### src/hvd_pkg.sv
`timescale 1ns / 1ps
// shared constants, tables and helpers for the haversine distance core
package hvd_pkg;

  localparam int unsigned CORDIC_ITERATIONS_DEF = 24;
  localparam int unsigned ANGLE_W  = 32;
  localparam int unsigned RADIUS_W = 23;
  localparam int unsigned DIST_W   = 32;
  localparam int unsigned R100_W   = 30;
  localparam int unsigned ROT_XY_W = 34;
  localparam int unsigned ROT_Z_W  = 33;
  localparam int unsigned TRIG_W   = 32;
  localparam int unsigned SQ_IN_W  = 61;
  localparam int unsigned SQ_RES_W = 62;
  localparam int unsigned SQ_OUT_W = 31;
  localparam int unsigned SQ_STEPS = 31;

  localparam logic signed [ROT_XY_W-1:0] GAIN_Q30 = 34'sd652032875;
  localparam logic signed [ROT_XY_W-1:0] ONE_Q30  = 34'sd1073741824;
  localparam logic [31:0] TWO_PI_Q29 = 32'd3373259426;
  localparam logic [RADIUS_W-1:0] RADIUS_RESET = 23'd6371000;

  localparam logic [31:0] ATAN_TAB [32] = '{
    32'd536870912, 32'd316933406, 32'd167458907, 32'd85004756, 32'd42667331,
    32'd21354465, 32'd10679838, 32'd5340245, 32'd2670163, 32'd1335087,
    32'd667544, 32'd333772, 32'd166886, 32'd83443, 32'd41722, 32'd20861,
    32'd10430, 32'd5215, 32'd2608, 32'd1304, 32'd652, 32'd326, 32'd163,
    32'd81, 32'd41, 32'd20, 32'd10, 32'd5, 32'd3, 32'd1, 32'd1, 32'd0
  };

  function automatic logic signed [TRIG_W-1:0] clamp_q30(
    input logic signed [ROT_XY_W-1:0] v
  );
    logic signed [ROT_XY_W-1:0] r;
    r = v;
    if (v > ONE_Q30) r = ONE_Q30;
    if (v < -ONE_Q30) r = -ONE_Q30;
    return r[TRIG_W-1:0];
  endfunction

endpackage

### src/hvd_isqrt.sv
`timescale 1ns / 1ps
// pipelined floor square root, one result bit per stage
module hvd_isqrt (
  input  logic                          clk_i,
  input  logic [hvd_pkg::SQ_IN_W-1:0]   v_i,
  output logic [hvd_pkg::SQ_OUT_W-1:0]  root_o
);
  import hvd_pkg::*;

  logic [SQ_IN_W-1:0]  v_w   [SQ_STEPS+1];
  logic [SQ_RES_W-1:0] res_w [SQ_STEPS+1];
  logic [SQ_IN_W-1:0]  v_q   [SQ_STEPS];
  logic [SQ_RES_W-1:0] res_q [SQ_STEPS];

  assign v_w[0]   = v_i;
  assign res_w[0] = '0;

  for (genvar j = 0; j < SQ_STEPS; j++) begin : g_step
    localparam int unsigned K = SQ_STEPS - 1 - j;
    logic [SQ_RES_W-1:0] bitv, trial;
    assign bitv  = SQ_RES_W'(1) << (2 * K);
    assign trial = res_w[j] + bitv;
    always_ff @(posedge clk_i) begin
      if (SQ_RES_W'(v_w[j]) >= trial) begin
        v_q[j]   <= v_w[j] - trial[SQ_IN_W-1:0];
        res_q[j] <= (res_w[j] >> 1) + bitv;
      end else begin
        v_q[j]   <= v_w[j];
        res_q[j] <= res_w[j] >> 1;
      end
    end
    assign v_w[j+1]   = v_q[j];
    assign res_w[j+1] = res_q[j];
  end

  assign root_o = res_w[SQ_STEPS][SQ_OUT_W-1:0];

endmodule

### config.mk
export PLATFORM = sky130hd
export DESIGN_NAME = hvd_isqrt
export DESIGN_NICKNAME = d
export VERILOG_FILES = /design/src/hvd_pkg.sv /design/src/hvd_isqrt.sv
export SDC_FILE = /design/constraint.sdc
export NUM_CORES = 2
export LEC_CHECK = 0
export BUFFER_PORTS_ARGS = -buffer_cell sky130_fd_sc_hd__buf_4
export CAP_MARGIN = 40
export CORE_MARGIN = 2
export CORE_UTILIZATION = 35
export CTS_CLUSTER_DIAMETER = 30
export CTS_CLUSTER_SIZE = 24
export DETAILED_ROUTE_END_ITERATION = 6
export GPL_ROUTABILITY_DRIVEN = 0
export HOLD_SLACK_MARGIN = 0.03
export PLACE_DENSITY = 0.49
export SYNTH_ARGS = -nofsm -noshare
export SYNTH_HDL_FRONTEND = slang
export SYNTH_SLANG_ARGS = --single-unit
### constraint.sdc
create_clock -name clk_i -period 3.6 [get_ports clk_i]
set_clock_uncertainty 0.2 [all_clocks]
set_input_delay 0.36 -clock clk_i [delete_from_list [all_inputs] [get_ports clk_i]]
set_output_delay 0.36 -clock clk_i [all_outputs]
set_load 0.05 [all_outputs]
# After elaboration in Yosys (flattened, before gate mapping)
# Memories as Yosys holds them, arrays and structs flattened.
# Index checks and enable logic that the tools add are counted.
[word_totals]
register_bits = 0
ramBits = 3813
output_inout_bits = 31
word_cells = 341
n_memories = 2
[op_classes]
addsub = 91
n_lt_le_gt_ge = 31
n_mux = 155
bitwise = 62
[memory_table]
columns = ["name", "depth", "width", "read_ports", "rd_ports_with_merged_regs", "wr", "line_no", "text"]
rows = [
  ["res_q", 31, 62, 31, 0, 31, "hvd_isqrt.sv:13", "logic [SQ_RES_W-1:0] res_q [SQ_STEPS];"],
  ["v_q", 31, 61, 30, 0, 31, "hvd_isqrt.sv:12", "logic [SQ_IN_W-1:0] v_q [SQ_STEPS];"],
]
[op_table]
columns = ["op", "n"]
rows = [
  ["62-bit 2-to-1 mux", 31],
  ["61-bit 2-to-1 mux", 31],
  ["61-bit by 62-bit >= comparator with 1-bit output", 30],
  ["61-bit subtractor", 30],
  ["1-bit 2-to-1 mux", 93],
  ["61-bit by 1-bit adder with 62-bit output, second input constant", 1],
  ["61-bit by 11-bit adder with 62-bit output, second input constant", 1],
  ["61-bit by 13-bit adder with 62-bit output, second input constant", 1],
  ["61-bit by 15-bit adder with 62-bit output, second input constant", 1],
  ["61-bit by 17-bit adder with 62-bit output, second input constant", 1],
  ["61-bit by 19-bit adder with 62-bit output, second input constant", 1],
  ["61-bit by 21-bit adder with 62-bit output, second input constant", 1],
  ["61-bit by 23-bit adder with 62-bit output, second input constant", 1],
  ["61-bit by 25-bit adder with 62-bit output, second input constant", 1],
  ["61-bit by 27-bit adder with 62-bit output, second input constant", 1],
  ["61-bit by 29-bit adder with 62-bit output, second input constant", 1],
  ["61-bit by 3-bit adder with 62-bit output, second input constant", 1],
  ["61-bit by 31-bit adder with 62-bit output, second input constant", 1],
  ["61-bit by 33-bit adder with 62-bit output, second input constant", 1],
  ["61-bit by 35-bit adder with 62-bit output, second input constant", 1],
  ["61-bit by 37-bit adder with 62-bit output, second input constant", 1],
  ["61-bit by 39-bit adder with 62-bit output, second input constant", 1],
  ["61-bit by 41-bit adder with 62-bit output, second input constant", 1],
  ["61-bit by 43-bit adder with 62-bit output, second input constant", 1],
  ["other kinds (44)", 105],
]

# Logic depth before layout (Yosys ltp)
# An unclocked memory read counts as a cell.
[logic_depth]
depth_word = 6
mapped_depth = 14

# Worst setup path after synthesis
# Ideal clock, no wire load.
[synth_path]
kind = "flip-flop to flip-flop"
from = "memory res_q[21][22]"
to = "memory v_q[22][51], in the netlist v_q[1][417]"
arrival_ps = 2960
t_required_ps = 3328
path_slack_ps = 369
path_stages_with_launch = 14
synth_period_minus_slack_ps = 3231
path_cell_list = "dfxtp_1 > inv_1 > ha_1 > or4b_2 > nor4_1 > nand4_1 > o211a_1 > and3_1 > inv_2 > nand2_1 > or3_1 > clkbuf_1 > nor3b_1 > xor2_1"
[synth_lines]
columns = ["element", "line_no"]
rows = [
  ["start, declared", "hvd_isqrt.sv:13"],
  ["end, declared", "hvd_isqrt.sv:12"],
]

==> flow_metrics.env <==
export IMPL_worstRegToRegCells=8
export IMPL_cts_tree="built"
export IMPL_cts_clk_slew_worst_paths_ps=60
export IMPL_synth_fp_nets=9502
export IMPL_drtAntennaViolNets=0
export IMPL_synth_edff_count=0
export IMPL_syn_to_final_growth_pct=26.3
export IMPL_cts_buffers=433
export IMPL_cp_max_fo=6
export IMPL_wire_per_inst_um=17.7
export IMPL_dr_pass1_iters=6
export IMPL_ir_drop_mv=0.565
export IMPL_hold_slack_ps=78.6
export IMPL_h_tree_depth=5
export IMPL_routed_via_density=4.92
export IMPL_worstSetupPathType="reg2reg"
export IMPL_dpl_hpwl_um=184000
export IMPL_root_buffer="clkbuf_16"
export IMPL_netlist_top_cells_area="dfxtp_1 (53%), ha_1 (7.4%), xnor2_1 (4.1%)"
export IMPL_timing_critical_path_from="v_q[1][536]$_DFF_P_"
export IMPL_syn_area_um2=88500
export IMPL_cp_cell_sequence="or4_1 -> or4_1 -> or3_1 -> nor4_2 -> nand3b_1 -> o21ai_1 -> nor3_1 -> xor2_1"
export IMPL_synth_main_ff_cell="dfxtp_1"
export IMPL_cap_violations=0
export IMPL_grt_max_degree=49
export IMPL_die_h_um=507
export IMPL_worstSkewPairLatency_ps=950
export IMPL_rows=184
export IMPL_grt_pass1_vias=65800
export IMPL_final_nets=10200
export IMPL_hold_viol=0
export IMPL_ios=93
export IMPL_critPathRequiredTime_ps=4170
export IMPL_wl_um=236000
export IMPL_power_density_nw_per_um2=900
export IMPL_status="finished, final reports clean"
export IMPL_clockBufferDepth=4
export IMPL_synth_seq_cells=2326
export IMPL_critPathLaunchType="register"
export IMPL_yosys_warnings=0
export IMPL_drc=0
export IMPL_worst_hold_path_type="reg2reg"
export IMPL_slew_headroom_pct=41.4
export IMPL_critPathCaptureType="register"
export IMPL_synth_common_cells="dfxtp_1 (2,326), inv_1 (649), nor2_1 (641)"
export IMPL_post_route_period_util_pct=97.3
export IMPL_worstReg2RegStart="v_q[1][536]$_DFF_P_"
export IMPL_cpMaxStageDelayCell="o21ai_1"
export IMPL_slew_viol_final=0
export IMPL_worst_pin_slew_ps=871
export IMPL_leakagePower_nw=50.5
export IMPL_synth_top_area_cell="dfxtp_1"
export IMPL_final_util_pct=44.5
export IMPL_timing_fmax_ghz=0.286
export IMPL_clkSinkCount=2326
export IMPL_cp_endpoint="v_q[1][602]$_DFF_P_"
export IMPL_crit_top_cell="or4_1"
export IMPL_rsz0062_at_grt="true"
export IMPL_core_um2=251000
export IMPL_finalCriticalPeriod_ps=3500
export IMPL_grt_pass1_wl_um=368000
export IMPL_pre_cts_slack_ps=-418
export IMPL_worstPathArrival_ps=4080
export IMPL_setup_ws_ps=98.4
export IMPL_synth_cell_types=102
export IMPL_grt_overflow=0
export IMPL_port_buffers=92
export IMPL_cpPeakStageDelay_ps=620
export IMPL_final_area_um2=112000
export IMPL_seq_area_frac_synth_pct=52.6
export IMPL_async_reset_ff_share_pct=0
export IMPL_grt_util_all_layers_pct=18.0
export IMPL_die_area_um2=257000
export IMPL_syn_area_per_cell_um2=9.92
export IMPL_start_util_pct=35.2
export IMPL_finalSetupViolations=0
export IMPL_drt_initial_drc_count=3680
export IMPL_die_w_um=507
export IMPL_reg2reg_slack_ps=100
export IMPL_dp_cells=12400
export IMPL_synth_most_common_cell="dfxtp_1"
export IMPL_antenna_found_initial=13
export IMPL_nFillCells=23800
export IMPL_r2r_end="v_q[1][602]$_DFF_P_"
export IMPL_num_vias=65700
export IMPL_post_layout_nonfiller_instances=13400
export IMPL_synth_cells=8916
export IMPL_final_layout_size_suffix_gt1_share_pct=13.6
export IMPL_synth_top_area_share_pct=52.6
export IMPL_placed_area_um2=94700
## per-layer routing
layer,part of all wire [%],vias to the layer above,routed length (um),track usage (%)
li1,-,32800,-,-
met1,45,30900,107000,23.4
met2,48,1457,112000,30.5
met3,4.5,451,10700,2.84
met4,2.5,0,5840,5.42
met5,0,-,0,0
## worst max-delay path: cells and delay by family, from the launching register on
family | cells | cell delay [ps]
AND/OR/NAND/NOR | 6 | 2010
flip-flops | 1 | 360
XOR/XNOR | 1 | 170
AO/OA/AOI/OAI | 1 | 620
## cells in the final DEF, fill, tap and decap left out, types with 59 or more instances in the layout
cell,n
dfxtp_1,2325
inv_1,649
nor2_1,639
a21oi_1,595
nand2_1,544
ha_1,523
clkbuf_16,434
xnor2_1,416
xor2_1,363
buf_4,361
o21ai_0,353
nor4_1,273
nor3_1,243
a21o_1,200
nand3_1,154
nand4_1,140
dlygate4sd3_1,122
o21a_1,101
nand2b_1,92
or3_1,87
or4_1,77
nor2b_1,69
bufinv_16,59
## kinds of logic after synthesis
group	share of synthesized area (%)
adder cells (fa/ha/maj)	7.42
flip-flops	52.6
other	0.00424
buffers and inverters	3.69
multiplexers	0.840
AO/OA/AOI/OAI	11.9
XOR/XNOR	7.71
AND/OR/NAND/NOR	15.8
## through the flow
stage | setup TNS [ps] | power (W)
finish | 0 | 0.101
global route | -59.5 | 0.106
CTS | 0 | 0.101
detailed placement | -9410 | 0.0596
global placement | -6190 | 0.0594
floorplan | 0 | 0.0517
## registers in the layout (all words and copies together) (netlist names)
register,cells
res_q,496
v_q,1830
## final cells by class
cell class | instances | area [um2] | area share (%)
clock buffers | 504 | 11500 | 10.3
clock inverters | 281 | 3630 | 3.25
multi-input cells | 5748 | 39200 | 35.1
flip-flops and latches | 2326 | 46600 | 41.7
diodes | 4 | 10.0 | 0.00896
well taps | 3348 | 4190 | 3.75
inverters | 656 | 2470 | 2.21
repair buffers | 496 | 4150 | 3.72
## where the power goes
part	total [W]	internal, W	switching (W)
registers	0.0371	0.0317	0.00546
logic	0.0225	0.0101	0.0124
clock network	0.0410	0.0273	0.0137
## repair_timing
| action | 4_1_cts | 5_1_grt |
|---|---|---|
| hold buffers | 122 | 0 |
| hold endpoints to repair | 61 | 0 |
| setup buffers | 2 | 12 |
| gates cloned | 0 | 0 |
| gates resized for setup | 17 | 92 |
| endpoints found under the setup margin | 74 | 251 |
| pin swaps | 4 | 25 |
## worst min-delay path by stage
| stage | from | endpoint | slack (ps) | cells past startpoint |
|---|---|---|---|---|
| 2_1_floorplan | v_q[0][330]$_DFF_P_ | v_q[0][391]$_DFF_P_ | 120 | 0 |
| 3_3_place_gp | v_q[1][316]$_DFF_P_ | v_q[1][377]$_DFF_P_ | 130 | 0 |
| 3_5_place_dp | res_q[28][12]$_DFF_P_ | res_q[29][11]$_DFF_P_ | 140 | 0 |
| 4_1_cts | res_q[6][48]$_DFF_P_ | res_q[7][47]$_DFF_P_ | 70 | 0 |
| 5_1_grt | res_q[6][48]$_DFF_P_ | res_q[7][47]$_DFF_P_ | 90 | 0 |
| 6_report | res_q[6][48]$_DFF_P_ | res_q[7][47]$_DFF_P_ | 80 | 0 |
Note: power is estimated with default switching activity, not from simulation.
